<file path="src/rtl/bpn_pkg.sv">
// ----------------------------------------------------------------------------
// bpn_pkg: shared types and constants for the block peak normaliser
// Beat payloads, divider handshake structs and fixed field widths.
// ----------------------------------------------------------------------------
`default_nettype none

package bpn_pkg;

    localparam int SAMPLE_W            = 16;
    localparam int PEAK_W              = SAMPLE_W + 1;
    localparam int FRAC_BITS           = SAMPLE_W - 1;
    localparam int DEFAULT_BLOCK_DEPTH = 64;

    localparam logic signed [SAMPLE_W-1:0] Q_POS_MAX = 16'sh7FFF;
    localparam logic signed [SAMPLE_W-1:0] Q_NEG_MAX = 16'sh8000;

    typedef struct packed {
        logic signed [SAMPLE_W-1:0] sample;
        logic                       end_of_block;
    } t_in_beat;

    typedef struct packed {
        logic signed [SAMPLE_W-1:0] norm_value;
        logic                       last_out;
        logic                       silent_block;
    } t_out_beat;

    // Divider request: magnitude strictly below the peak
    typedef struct packed {
        logic                 start;
        logic [FRAC_BITS:0]   dividend;
        logic [PEAK_W-1:0]    divisor;
    } t_div_req;

    typedef struct packed {
        logic                 done;
        logic [FRAC_BITS-1:0] quot;
    } t_div_rsp;

endpackage

`default_nettype wire

</file>
<file path="src/rtl/bpn_stream_if.sv">
// ----------------------------------------------------------------------------
// bpn_stream_if: valid/ready stream channel
// One beat moves at a rising edge where valid and ready are both high.
// ----------------------------------------------------------------------------
`default_nettype none

interface bpn_stream_if #(
    parameter type t_payload = logic
) ();
    logic     valid;
    logic     ready;
    t_payload payload;

    modport source (output valid, output payload, input ready);
    modport sink   (input valid, input payload, output ready);
endinterface

`default_nettype wire

</file>
<file path="src/rtl/bpn_div.sv">
// ----------------------------------------------------------------------------
// bpn_div: fractional restoring divider
// Gives floor(dividend * 2^FRAC_BITS / divisor) for dividend < divisor,
// one quotient bit per cycle.
// ----------------------------------------------------------------------------
`default_nettype none

module bpn_div (
    input  wire logic             i_clk,
    input  wire logic             i_rst_n,
    input  wire bpn_pkg::t_div_req i_req,
    output bpn_pkg::t_div_rsp     o_rsp
);
    localparam int PEAK_W = bpn_pkg::PEAK_W;
    localparam int FRAC_BITS = bpn_pkg::FRAC_BITS;
    localparam int CNT_W = $clog2(FRAC_BITS + 1);

    logic                 r_busy, n_busy;
    logic [CNT_W-1:0]     r_cnt, n_cnt;
    logic [PEAK_W-1:0]    r_rem, n_rem;
    logic [PEAK_W-1:0]    r_div, n_div;
    logic [FRAC_BITS-1:0] r_quot, n_quot;
    logic [PEAK_W:0]      w_shift;
    logic                 w_ge;
    logic                 w_fin;

    assign w_fin   = r_busy && (r_cnt == CNT_W'(FRAC_BITS));
    assign w_shift = {r_rem, 1'b0};
    assign w_ge    = w_shift >= {1'b0, r_div};

    always_comb begin
        n_busy = r_busy;
        n_cnt  = r_cnt;
        n_rem  = r_rem;
        n_div  = r_div;
        n_quot = r_quot;
        if (i_req.start) begin
            n_busy = 1'b1;
            n_cnt  = '0;
            n_rem  = PEAK_W'(i_req.dividend);
            n_div  = i_req.divisor;
        end else if (w_fin) begin
            n_busy = 1'b0;
        end else if (r_busy) begin
            // one restoring step: shift, trial subtract, shift in quotient bit
            n_rem  = w_ge ? PEAK_W'(w_shift - {1'b0, r_div}) : PEAK_W'(w_shift);
            n_quot = {r_quot[FRAC_BITS-2:0], w_ge};
            n_cnt  = CNT_W'(r_cnt + 1'b1);
        end
    end

    always_ff @(posedge i_clk) begin
        if (!i_rst_n) begin
            r_busy <= 1'b0;
            r_cnt  <= '0;
        end else begin
            r_busy <= n_busy;
            r_cnt  <= n_cnt;
        end
        r_rem  <= n_rem;
        r_div  <= n_div;
        r_quot <= n_quot;
    end

    assign o_rsp.done = w_fin;
    assign o_rsp.quot = r_quot;

endmodule

`default_nettype wire

</file>
<file path="src/rtl/block_peak_normaliser.sv">
// ----------------------------------------------------------------------------
// block_peak_normaliser: block store with peak normalization
// Stores a block of signed samples, then emits each one scaled by the block
// peak magnitude as Q1.15.
// ----------------------------------------------------------------------------
// Usage:
//   i_in  (sink) carries one sample beat with end_of_block. Beats load one per
//   cycle into a BLOCK_DEPTH entry store while the peak magnitude is tracked.
//   A block closes on the beat with end_of_block set or on the beat that fills
//   the store; input is then held off until the whole block has been sent.
//   o_out (source) carries one beat per stored sample, in order, with
//   last_out on the final one and silent_block on every beat of a block whose
//   peak is zero (those values are zero).
//   Each result reads the store, prepares, runs the 15-step fractional
//   divider until its done flag and loads the output register; results of a
//   silent block and samples equal to the peak skip the divider.
//   Reset clears the fill count, peak and control; store contents stay.
//   A stalled receiver holds the output register and the sequencer waits;
//   a new block is accepted while the last beat still waits to be taken.
// ----------------------------------------------------------------------------
`default_nettype none

module block_peak_normaliser #(
    parameter int BLOCK_DEPTH = bpn_pkg::DEFAULT_BLOCK_DEPTH
) (
    input  wire logic   i_clk,
    input  wire logic   i_rst_n,
    bpn_stream_if.sink   i_in,
    bpn_stream_if.source o_out
);
    localparam int SAMPLE_W  = bpn_pkg::SAMPLE_W;
    localparam int PEAK_W    = bpn_pkg::PEAK_W;
    localparam int FRAC_BITS = bpn_pkg::FRAC_BITS;
    localparam int ADDR_W    = (BLOCK_DEPTH > 1) ? $clog2(BLOCK_DEPTH) : 1;
    localparam int CNT_W     = $clog2(BLOCK_DEPTH + 1);

    typedef enum logic [4:0] {
        S_LOAD = 5'b00001,
        S_READ = 5'b00010,
        S_CALC = 5'b00100,
        S_DIV  = 5'b01000,
        S_PUT  = 5'b10000
    } t_state;

    t_state               r_state, n_state;
    logic [CNT_W-1:0]     r_fill, n_fill;
    logic [CNT_W-1:0]     r_idx, n_idx;
    logic [PEAK_W-1:0]    r_peak, n_peak;
    logic signed [SAMPLE_W-1:0] r_val, n_val;
    logic                 r_out_valid, n_out_valid;
    bpn_pkg::t_out_beat   r_out, n_out;

    // sample store, one write port and one registered read port
    logic signed [SAMPLE_W-1:0] r_store [BLOCK_DEPTH];
    logic signed [SAMPLE_W-1:0] r_rd_data;

    bpn_pkg::t_in_beat    w_in;
    logic                 w_in_acc;
    logic [CNT_W-1:0]     w_fill_inc;
    logic                 w_close;
    logic [PEAK_W-1:0]    w_in_mag;
    logic [PEAK_W-1:0]    w_rd_mag;
    logic                 w_silent;
    logic                 w_full_scale;
    logic                 w_last;
    logic                 w_out_free;
    bpn_pkg::t_div_req    w_div_req;
    bpn_pkg::t_div_rsp    w_div_rsp;

    function automatic logic [PEAK_W-1:0] f_mag(input logic signed [SAMPLE_W-1:0] s);
        logic [PEAK_W-1:0] ext;
        ext = {s[SAMPLE_W-1], s};
        return s[SAMPLE_W-1] ? PEAK_W'({PEAK_W{1'b0}} - ext) : ext;
    endfunction

    assign w_in       = i_in.payload;
    assign i_in.ready = (r_state == S_LOAD);
    assign w_in_acc   = i_in.valid && i_in.ready;
    assign w_fill_inc = CNT_W'(r_fill + 1'b1);
    assign w_close    = w_in.end_of_block || (w_fill_inc == CNT_W'(BLOCK_DEPTH));
    assign w_in_mag   = f_mag(w_in.sample);

    assign w_rd_mag     = f_mag(r_rd_data);
    assign w_silent     = (r_peak == '0);
    assign w_full_scale = (w_rd_mag == r_peak);
    assign w_last       = (CNT_W'(r_idx + 1'b1) == r_fill);
    assign w_out_free   = !r_out_valid || o_out.ready;

    // hand the divider only magnitudes strictly below the peak
    assign w_div_req.start    = (r_state == S_CALC) && !w_silent && !w_full_scale;
    assign w_div_req.dividend = w_rd_mag[FRAC_BITS:0];
    assign w_div_req.divisor  = r_peak;

    bpn_div u_div (
        .i_clk   (i_clk),
        .i_rst_n (i_rst_n),
        .i_req   (w_div_req),
        .o_rsp   (w_div_rsp)
    );

    always_comb begin
        n_state     = r_state;
        n_fill      = r_fill;
        n_idx       = r_idx;
        n_peak      = r_peak;
        n_val       = r_val;
        n_out_valid = r_out_valid;
        n_out       = r_out;

        // drop the output beat once taken
        if (r_out_valid && o_out.ready) begin
            n_out_valid = 1'b0;
        end

        case (r_state)
            S_LOAD: begin
                if (w_in_acc) begin
                    n_fill = w_fill_inc;
                    if (w_in_mag > r_peak) begin
                        n_peak = w_in_mag;
                    end
                    if (w_close) begin
                        n_idx   = '0;
                        n_state = S_READ;
                    end
                end
            end
            S_READ: begin
                // read issued at this edge, data valid in S_CALC
                n_state = S_CALC;
            end
            S_CALC: begin
                if (w_silent) begin
                    n_val   = '0;
                    n_state = S_PUT;
                end else if (w_full_scale) begin
                    n_val   = r_rd_data[SAMPLE_W-1] ? bpn_pkg::Q_NEG_MAX
                                                    : bpn_pkg::Q_POS_MAX;
                    n_state = S_PUT;
                end else begin
                    n_state = S_DIV;
                end
            end
            S_DIV: begin
                if (w_div_rsp.done) begin
                    // truncation toward zero: negate the magnitude quotient
                    n_val   = r_rd_data[SAMPLE_W-1]
                              ? SAMPLE_W'({SAMPLE_W{1'b0}} - {1'b0, w_div_rsp.quot})
                              : SAMPLE_W'({1'b0, w_div_rsp.quot});
                    n_state = S_PUT;
                end
            end
            S_PUT: begin
                if (w_out_free) begin
                    n_out_valid        = 1'b1;
                    n_out.norm_value   = r_val;
                    n_out.last_out     = w_last;
                    n_out.silent_block = w_silent;
                    if (w_last) begin
                        n_fill  = '0;
                        n_peak  = '0;
                        n_state = S_LOAD;
                    end else begin
                        n_idx   = CNT_W'(r_idx + 1'b1);
                        n_state = S_READ;
                    end
                end
            end
            default: begin
                n_state = S_LOAD;
            end
        endcase
    end

    always_ff @(posedge i_clk) begin
        if (!i_rst_n) begin
            r_state     <= S_LOAD;
            r_fill      <= '0;
            r_idx       <= '0;
            r_peak      <= '0;
            r_out_valid <= 1'b0;
        end else begin
            r_state     <= n_state;
            r_fill      <= n_fill;
            r_idx       <= n_idx;
            r_peak      <= n_peak;
            r_out_valid <= n_out_valid;
        end
        r_val <= n_val;
        r_out <= n_out;
    end

    always_ff @(posedge i_clk) begin
        if (w_in_acc) begin
            r_store[r_fill[ADDR_W-1:0]] <= w_in.sample;
        end
        r_rd_data <= r_store[r_idx[ADDR_W-1:0]];
    end

    assign o_out.valid   = r_out_valid;
    assign o_out.payload = r_out;

`ifndef SYNTHESIS
    a_fill_bound: assert property (@(posedge i_clk) disable iff (!i_rst_n)
        r_fill <= CNT_W'(BLOCK_DEPTH))
        else $error("fill count beyond block depth");

    a_close_starts_read: assert property (@(posedge i_clk) disable iff (!i_rst_n)
        (w_in_acc && w_close) |=> (r_state == S_READ))
        else $error("closing beat did not start readout");

    a_div_done_in_div: assert property (@(posedge i_clk) disable iff (!i_rst_n)
        w_div_rsp.done |-> (r_state == S_DIV))
        else $error("divider finished outside divide state");

    a_silent_zero: assert property (@(posedge i_clk) disable iff (!i_rst_n)
        (r_out_valid && r_out.silent_block) |-> (r_out.norm_value == '0))
        else $error("silent block beat carries nonzero value");
`endif

endmodule

`default_nettype wire

</file>
<file path="src/flat_wrapper.sv">
// flat-port wrapper written by rule: the top's interface ports become plain ports
module block_peak_normaliser_flat 
#(
    parameter int BLOCK_DEPTH = bpn_pkg::DEFAULT_BLOCK_DEPTH
)
  (i_clk, i_rst_n, i_in_valid, i_in_payload, i_in_ready, o_out_valid, o_out_payload, o_out_ready);
  bpn_stream_if #(.t_payload(bpn_pkg::t_in_beat)) i_in_i ();
  bpn_stream_if #(.t_payload(bpn_pkg::t_out_beat)) o_out_i ();
  input  wire logic i_clk;
  input  wire logic i_rst_n;
  input wire logic [$bits(i_in_i.valid)-1:0] i_in_valid;
  input wire logic [$bits(i_in_i.payload)-1:0] i_in_payload;
  output wire logic [$bits(i_in_i.ready)-1:0] i_in_ready;
  output wire logic [$bits(o_out_i.valid)-1:0] o_out_valid;
  output wire logic [$bits(o_out_i.payload)-1:0] o_out_payload;
  input wire logic [$bits(o_out_i.ready)-1:0] o_out_ready;
  assign i_in_i.valid = i_in_valid;
  assign i_in_i.payload = i_in_payload;
  assign i_in_ready = i_in_i.ready;
  assign o_out_valid = o_out_i.valid;
  assign o_out_payload = o_out_i.payload;
  assign o_out_i.ready = o_out_ready;
  block_peak_normaliser #(.BLOCK_DEPTH(BLOCK_DEPTH)) u_core (.i_clk(i_clk), .i_rst_n(i_rst_n), .i_in(i_in_i), .o_out(o_out_i));
endmodule
</file>
<file path="config.mk">
export PLATFORM = sky130hd
export DESIGN_NAME = block_peak_normaliser_flat
export DESIGN_NICKNAME = d
export VERILOG_FILES = /design/src/rtl/bpn_pkg.sv /design/src/rtl/bpn_stream_if.sv /design/src/rtl/bpn_div.sv /design/src/rtl/block_peak_normaliser.sv /design/src/flat_wrapper.sv
export SDC_FILE = /design/constraint.sdc
export NUM_CORES = 1
export LEC_CHECK = 0
export ABC_CLOCK_PERIOD_IN_PS = 4130
export CORE_MARGIN = 2
export CORE_UTILIZATION = 57
export DETAILED_ROUTE_END_ITERATION = 7
export DONT_BUFFER_PORTS = 1
export PLACE_DENSITY = 0.86
export SLEW_MARGIN = 5
export SYNTH_ARGS = -nofsm -noshare
export SYNTH_HDL_FRONTEND = slang
export SYNTH_SLANG_ARGS = --single-unit
</file>
<file path="constraint.sdc">
create_clock -name i_clk -period 4.13 [get_ports i_clk]
set_clock_uncertainty 0.2 [all_clocks]
set_input_delay 0.826 -clock i_clk [delete_from_list [all_inputs] [get_ports i_clk]]
set_output_delay 0.826 -clock i_clk [all_outputs]
set_load 0.02 [all_outputs]
</file>
# --- Yosys cells after proc, flatten, opt, wreduce, memory -nomap -nowiden ---
# Memory sizes are Yosys's and may differ from the RTL's. A register that Yosys moved wholly into a read port is not among the register bits.
# Cells that the tools add are included.
# Widths: inputs -> output; s select.
word_totals:
  reg_bits: 125
  mem_bits_rw: 1024
  in_bits: 21
  output_inout_bits: 20
  elab_cells: 112
  mem_count: 1
mem_list:
  columns: ["memory", "depth", "word_bits", "rd", "rd_ports_with_merged_regs", "wr", "line", "text"]
  rows:
  - ["u_core.r_store", 64, 16, 1, 1, 1, "block_peak_normaliser.sv:54", "logic signed [SAMPLE_W-1:0] r_store [BLOCK_DEPTH];"]
op_classes:
  addsub: 7
  magnitude_cmp: 2
  eq_ne: 18
  muxes: 41
  bitwise: 3
  reduce_logical: 25
ops:
  columns: ["op", "n"]
  rows:
  - ["$mux 16", 8]
  - ["$mux 17", 7]
  - ["$mux 7", 7]
  - ["$pmux 17 s2", 1]
  - ["$sub 1x16->17 const A", 2]
  - ["$pmux 16 s2", 1]
  - ["$mux 5", 6]
  - ["$pmux 7 s2", 2]
  - ["$pmux 5 s5", 1]
  - ["$ge 18x17->1", 1]
  - ["$eq 17x17->1", 1]
  - ["$gt 17x17->1", 1]
  - ["$logic_not 17->1", 1]
  - ["$sub 17x17->17", 1]
  - ["$sub 1x15->16 const A", 1]
  - ["$add 7x1->7 const B", 2]
  - ["$ne 2x2->1 const B", 6]
  - ["$reduce_and 5->1", 2]
  - ["$reduce_and 4->1", 2]
  - ["$reduce_bool 2->1", 4]
  - ["$eq 7x7->1", 1]
  - ["$eq 7x7->1 const B", 1]
  - ["$mux 1", 7]
  - ["$reduce_and 2->1", 3]
  - ["other kinds (16)", 27]

# --- Longest topological paths before layout ---
# Gate-level depths: netlist of the first run.
depth:
  depth_word: 7
  mapped_depth: 16

# --- Cells and area by module ---
# From an unflattened synthesis of the first run, not the netlist that was laid out.
unflattened:
  hier_cells: 2417
  area_unflattened_um2: 47529.3
modules_own_cells:
  columns: ["module", "n_inst", "cells_each", "area_per_inst_um2", "seq_area_each_um2"]
  rows:
  - ["block_peak_normaliser", 1, 2154, 44582.8, 32831.5]
  - ["bpn_div", 1, 263, 2946.6, 1561.5]

# --- Worst setup path after synthesis of the first run ---
# OpenSTA, ideal clock, no wires.
synth_timing:
  path_type: "flip-flop to flip-flop"
  from: "register u_core.r_rd_data[4], read port of u_core.r_store"
  to: "register u_core.r_val[0], enable pin"
  setup_ns: 0.388
  arrival_ns: 3.310
  slack_ns: 0.232
  stages_incl_launch_ff: 12
  path_buffers: 3
  synth_period_minus_slack_ns: 3.898
  path_cell_list: "dfxtp_1 > clkbuf_2 > nor4_4 > nand4_1 > or4_1 > xnor2_1 > a2111oi_0 > and4_1 > nor4b_2 > buf_6 > buf_6 > nor2_1"
synth_between:
  elab_chain_len: 5
synth_rtl:
  columns: ["element", "line", "text"]
  rows:
  - ["from (decl)", "block_peak_normaliser.sv:55", "logic signed [SAMPLE_W-1:0] r_rd_data;"]
  - ["$sub 1x16->17", "block_peak_normaliser.sv:73", "return s[SAMPLE_W-1] ? PEAK_W'({PEAK_W{1'b0}} - ext) : ext;"]
  - ["$mux 17 (*)", "block_peak_normaliser.sv:73", null]
  - ["$eq 17x17->1 (*)", "block_peak_normaliser.sv:85", "assign w_full_scale = (w_rd_mag == r_peak);"]
  - ["$ne 3x1->1 (no source line) (*)", null, null]
  - ["$reduce_and 3->1 (no source line) (*)", null, null]
  - ["to (signal assigned)", "block_peak_normaliser.sv:189", "r_val <= n_val;"]
  - ["to (decl)", "block_peak_normaliser.sv:49", "logic signed [SAMPLE_W-1:0] r_val, n_val;"]
# Every way passes the cells marked *; elsewhere a longest branch is shown, timed or not.
# A chain may end at the register's enable or synchronous reset.

# --- Final worst setup path of the first run ---
layout_timing:
  from: "register u_core.r_rd_data[6], read port of u_core.r_store"
  to: "register u_core.r_val[1], enable pin"
# Same word-level chain as after synthesis.

==> impl_results.md, run 1 <==
* Crit-path cells: nor4_1, nand4_1, or4_1, xnor2_1, a2111oi_0, and4_1, nor4b_4, buf_4, nor2_1, buf_4
* Setup TNS at 0 ns
* Number of H-tree levels at 3
* Post_cts resized at 0
* Tcrit/Tclk final at 94.9%
* Die Wd at 292 um
* Antenna violations before repair at 14
* Setup CP Type: reg -> reg
* Area share of the largest cell type after synthesis at 70.4%
* Total GRT Usage at between 30% and 40%
* Fraction of layout cells with a size suffix above 1 at 23.7%
* Drt via density at 7.21
* Buffer and inverter count on the worst path at 2
* Worst-path fanout max at 42
* Final Hold Fails at 0
* Met1 Wirelength at about 43 mm
* Asr flop ratio synth at 0%
* Post-Syn Instances at ~2400
* XOR/XNOR share of the synthesized area at 1.34%
* DIE AREA at 85100 sq um
* CP arrival at just over 4 ns
* Compound-Gate Fraction of Synth Area at 2.58%
* Rows at 105
* Seq/Total Area, Yosys at between 70% and 80%
* Initial DRC Count at 3987
* Hold Path Class: in -> reg
* Layout Utilization at 64.4%
* Final-report setup violation count at 0
* Main combinational cell family by area after synthesis: multiplexers
* Core area at 82000 sq um
* Maxcap violations at 0
* Worst Max-Slew Pin Slew at between 1 and 1.5 ns
* Routed WL at 133 mm
* Critical Path Max Stage Delay at between 0.5 and 0.6 ns
* Synth warn at 0
* Post-Synth Adder-Cell Area at around 1.1%
* Post-synthesis simple-gate area fraction at 3.66%
* CP endpoint kind: register
* Worst path top cell family by delay: simple AND/OR/NAND/NOR gates
* Hpwl dp at roughly 68 mm
* Post-synth EDFFs at 1106
* Total I/O pin count at just over 40
* Post-DRT Antenna Nets at 0
* Most used DFF post-synth: edfxtp_1
* Syn Nets at 2434
* Vias at around 26000
* # nets final at 2552
* Result of the run: finished, final reports clean
* Netlist cell types at slightly below 70
* Root buffer cell: clkbuf_16
* Largest net degree at the start of global routing at 135
* Post-synthesis mux area share at 17.0%
* Area grow syn2layout at 11.9%
* GRT overflow at 0
* Mapped Area at 47200 sq um
* Number of fill cells in the layout at 4992
* First-pass GRT wire length at between 150 and 200 mm
* Setup Fix Bufs, Post-CTS at 0
* Max transition margin at 20.9%
* FMAX at 255 MHz
* Metal2 WL at 64.6 mm
* Worst r2r src: u_core.r_rd_data[6]
* Drt pass-1 iters at 7
* Top cell by count, worst path: buf_4
* RePlAce Congestion at 0.869
* Mean Syn Cell Area at just under 20 sq um
* Vias in the first global route at 26241
* Critical path's slowest cell: nor4_1
* Top Layer Used: met5
* Max-slew violations at 0
* Power Dens Cells at roughly 460 nW/um^2
* Routed length per placed instance at about 36 um
* Num CTS Buffers at around 110
* Skew-Pair Late Insertion Delay at 0.71 ns
* Leak at 16.3 nW
* Tmin final at 3.92 ns
* Yosys top cell by area: edfxtp_1
* TritonCTS clock tree: yes
* Max IR drop VDD at 0.000421 V
* Die Ht at 292 um
* I/O Buffers at 0
* Hold_sp: i_in_payload[6]
* CP Data Required Time at ~4.3 ns
* Crit path launch: u_core.r_rd_data[6]
* Post-route DRC at 0
* DR WL met3 at 16.1 mm
* Initial Util at 57.5%
* Maximum root-to-sink buffer count at 3
* Worst setup SP type: register
* Clock net sink count at 1165
* Worst-path clk slew at around 0.06 ns
* Post-synthesis register bit count at 1165
* Top post-synthesis cells by area: edfxtp_1, mux4_2, dfxtp_1
* RSZ-0062 raised after global routing: no
-- timing repair --
item | in CTS | in global routing
hold buffers | 19 | 0
setup endpoints to repair | 0 | 0
hold endpoints to repair | 110 | 0
-- placed cells by master, fill, tap and decap left out, types with 21 or more instances in the layout --
master and count:
dfxtp_1 55, edfxtp_1 1106, mux2i_1 42, clkinv_1 33, a21oi_1 50, xnor2_1 41, inv_1 47, clkbuf_1 26
o21ai_0 43, ha_1 40, mux4_2 336, nand2_1 86, nand3_1 22, nor2_1 125, clkbuf_16 112, xor2_1 21
buf_4 94
-- layer usage --
| metal | vias up | track usage (%) |
|---|---|---|
| li1 | 9987 | - |
| met1 | 13244 | 39.1 |
| met3 | 595 | 7.53 |
| met2 | 2496 | 50.8 |
| met5 | - | 0.0567 |
| met4 | 12 | 18.4 |
-- per-stage QoR --
step / hold slack, ns / cells / setup slack (ns) / area [sq um] / power, mW
2_1_floorplan: 0.200 / 2372 / 0.232 / 47200 / 14.2
5_1_grt: 0.00734 / 3652 / 0.0258 / 52800 / 25.0
3_5_place_dp: 0.205 / 3428 / 0.251 / 49000 / 14.6
3_3_place_gp: 0.204 / 3428 / 0.320 / 49000 / 14.6
6_report: 0.0277 / 3654 / 0.209 / 52800 / 24.5
4_1_cts: 0.000164 / 3651 / 0.261 / 52800 / 24.5
-- cell type report --
cell class,instances,area [sq um],share of cell area (%)
flip-flops and latches,1165,34400,65.2
multi-input cells,1038,12100,23.0
clock buffers,138,2900,5.50
well taps,1070,1340,2.54
repair buffers,127,1190,2.25
clock inverters,66,618,1.17
inverters,47,176,0.334
diodes,3,7.51,0.0142
-- synthesized netlist by cell type, drive strengths merged (5+ instances only) --
master,count
nor2b,17
a21boi,7
xnor2,41
nor4,9
buf,38
a21o,8
a21oi,50
xor2,21
edfxtp,1106
nand2,86
a31oi,13
nor3,16
a211oi,5
o21a,9
nand2b,12
nand3,22
clkbuf,84
nand4,12
mux4,336
inv,47
or2,6
dfxtp,59
o31ai,10
nor2,125
o21ai,45
nor3b,6
mux2i,42
and2,7
or3,12
o22ai,20
or4,5
ha,40
o41ai,7
-- flip-flops by register name (all words and copies together), names as in the netlist --
signal,flops
u_core.u_div.r_div,17
u_core.r_state,5
u_core.r_store,1024
u_core.o_out.valid,1
u_core.r_fill,7
u_core.u_div.r_cnt,4
u_core.r_rd_data,16
u_core.r_val,16
u_core.r_peak,17
u_core.r_idx,7
u_core.u_div.r_busy,1
u_core.u_div.r_quot,15
u_core.o_out.payload,18
u_core.u_div.r_rem,17
-- where the power goes --
group          switching [mW]  internal, mW  total, mW
Sequential              0.146          13.1       13.2
Combinational           0.756         0.492       1.25
Clock                    4.56          5.50       10.1
Total                    5.46          19.1       24.5
-- cell families after synthesis --
kind of cell	Yosys count
flops	1165
other cells	1
xor+xnor	66
compound gates	195
simple gates	355
buf+inv	169
fa+ha+maj	41
mux	380
-- worst paths after layout --
path	cells after the start	slack, ns	endpoint
worst min-delay path	0	0.03	u_core.r_store[12][5]
worst min register to register	0	0.22	u_core.o_out.payload[2]
worst max register to register	10	0.21	u_core.r_val[1]
worst max-delay path	10	0.21	u_core.r_val[1]
(Power assumes the default switching activity.)
==> run 2: changes to the inputs <==
Settings changed: CELL_PAD_IN_SITES_DETAIL_PLACEMENT set to 1, CELL_PAD_IN_SITES_GLOBAL_PLACEMENT set to 1, CORE_UTILIZATION 57 to 51, PLACE_DENSITY 0.86 to 0.87.
==> impl_results.md, run 2 (synthesis results as in run 1) <==
* FMAX at 262 MHz (+2.7%)
* Skew-Pair Late Insertion Delay at 0.74 ns (+0.03 ns)
* Initial Util at 51.5% (-6.1 points)
* Fraction of layout cells with a size suffix above 1 at 25.2% (+1.5 points)
* Dpl cell area at 49200 sq um (+0.32%)
* Final Hold Fails at 0 (unchanged)
* First-pass GRT wire length at 202 mm (+6.6%)
* Max FFs per register at 1024 (unchanged)
* Final setup margin at 0.312 ns (+0.102 ns)
* CP endpoint kind: register
* RePlAce Congestion at 0.853 (-1.8%)
* Final-report setup violation count at 0 (unchanged)
* Number of fill cells in the layout at 7811 (+56%)
* Result of the run: finished, final reports clean
* Hpwl dp at 75.5 mm (+11%)
* Die Wd at 308 um (+5.6%)
* Worst-path fanout max at 42 (unchanged)
* Maximum root-to-sink buffer count at 3 (unchanged)
* Hold Path Class: in -> reg
* Worst-path clk slew at 0.06 ns (about the same)
* Worst Max-Slew Pin Slew at 1.25 ns (+0.0604 ns)
* Max transition margin at 16.9% (-4.0 points)
* # nets final at 2574 (+0.86%)
* Total GRT Usage at 30.5% (-0.95 points)
* Max-slew violations at 0 (unchanged)
* Core area at 91700 sq um (+12%)
* Post-DRT Antenna Nets at 0 (unchanged)
* Seq. cell area at 34400 sq um (unchanged)
* Power Dens Cells at 473 nW/um^2 (+1.7%)
* Routed WL at 141 mm (+6.6%)
* Final Cell Area at 53500 sq um (+1.4%)
* Vias at 25945 (-1.5%)
* Tcrit/Tclk final at 92.4% (-2.5 points)
* Rows at 111 (+5.7%)
* Clock net sink count at 1165 (unchanged)
* Drt via density at 6.83 (-5.3%)
* Max IR drop VDD at 0.000430 V (+2.2%)
* Number of H-tree levels at 3 (unchanged)
* Worst setup SP type: register
* Setup TNS at 0 ns (unchanged)
* Layout Utilization at 58.4% (-6.0 points)
* Drt pass-1 iters at 5 (-2)
* Tmin final at 3.82 ns (-0.102 ns)
* Setup slack at placement at 0.140 ns (-0.111 ns)
* Die Ht at 308 um (+5.6%)
* Routed length per placed instance at 37.2 um (+2.5%)
* Maxcap violations at 0 (unchanged)
* Total I/O pin count at 41 (unchanged)
* Largest net degree at the start of global routing at 78 (-42%)
* Most common cell after layout, fill and taps aside: edfxtp_1
* Vias in the first global route at 27120 (+3.3%)
* Num CTS Buffers at 114 (+2.7%)
* Multi-input gate area at 12100 sq um (about the same)
* Antenna violations before repair at 13 (-1)
* Commonest non-fill, non-tap cells in the layout: edfxtp_1, mux4_2, nor2_1
* Non-Filler Instances at 3800 (+4.0%)
* Initial DRC Count at 3702 (-7.1%)
* DIE AREA at 95000 sq um (+12%)
* Root buffer cell: clkbuf_16
* Placed insts at 3547 (+3.5%)
* RSZ-0062 raised after global routing: no
* TritonCTS clock tree: yes
* Leak at 16.6 nW (+1.8%)
* CP arrival at 4.02 ns (-0.09 ns)
* I/O Buffers at 0 (unchanged)
* GRT overflow at 0 (unchanged)
* CP Data Required Time at 4.33 ns (about the same)
* Setup CP Type: reg -> reg
* Post-route DRC at 0 (unchanged)
* Area grow syn2layout at 13.4%
-- run 2: cell types whose count changed in the layout (fill, tap and decap cells not counted), moves of 9 or more --
cell      before  now
clkinv_2      11   26
buf_12        15   26
clkbuf_1      26   17
clkinv_1      33   23
-- run 2: through the flow --
step / hold WS (ns) / power (mW)
finish: 0.0349 / 25.3
global route: 0.00832 / 25.8
CTS: 0.000615 / 25.3
detailed placement: 0.206 / 14.7
global placement: 0.209 / 14.6
floorplan: 0.200 / 14.2
-- run 2: path summary, 6_finish.rpt --
path                                          start                      end  slack [ns]  cells past startpoint
worst max-delay path            u_core.r_rd_data[7]          u_core.r_val[4]        0.31                     10
worst min-delay path               i_in_payload[14]   u_core.r_store[23][13]        0.03                      0
worst min register to register      u_core.r_val[7]  u_core.o_out.payload[9]        0.22                      0
worst max register to register  u_core.r_rd_data[7]          u_core.r_val[4]        0.31                     10
-- run 2: routing by layer --
metal	wire length (um)	global-route usage [%]	vias up
met5	80	0	-
met4	9600	17.9	10
met3	14400	7.39	509
met2	69700	49.9	1865
met1	47800	37.1	13540
li1	-	-	10021
-- run 2: timing repair --
action,CTS,global route
setup buffers,0,0
endpoints found under the setup margin,0,16
hold endpoints to repair,683,0
hold buffers,35,0
resized for setup,0,1
-- run 2: where the power goes --
group	internal (mW)	total [mW]	switching (mW)
logic	0.537	1.48	0.941
clock network	5.93	10.6	4.67
registers	13.1	13.2	0.142
-- run 2: critical path, cell delays in order, from the launching register on --
cell and delay (ns):
dfxtp_1 0.37, nor4_1 0.59, nand4_1 0.29, or4_1 0.51
xnor2_1 0.16, a2111oi_0 0.39, and4_1 0.37, nor4b_4 0.08
buf_12 0.20, nor2_1 0.13, buf_4 0.23
-- run 2: area by class of cell --
| type | count | area share (%) |
|---|---|---|
| Clock buffer | 133 | 5.55 |
| Timing Repair Buffer | 146 | 2.83 |
| Clock inverter | 80 | 1.50 |
| Sequential cell | 1165 | 64.3 |
| Inverter | 47 | 0.330 |
| Tap cell | 1186 | 2.77 |
| Multi-Input combinational cell | 1038 | 22.7 |
| Antenna cell | 5 | 0.0234 |
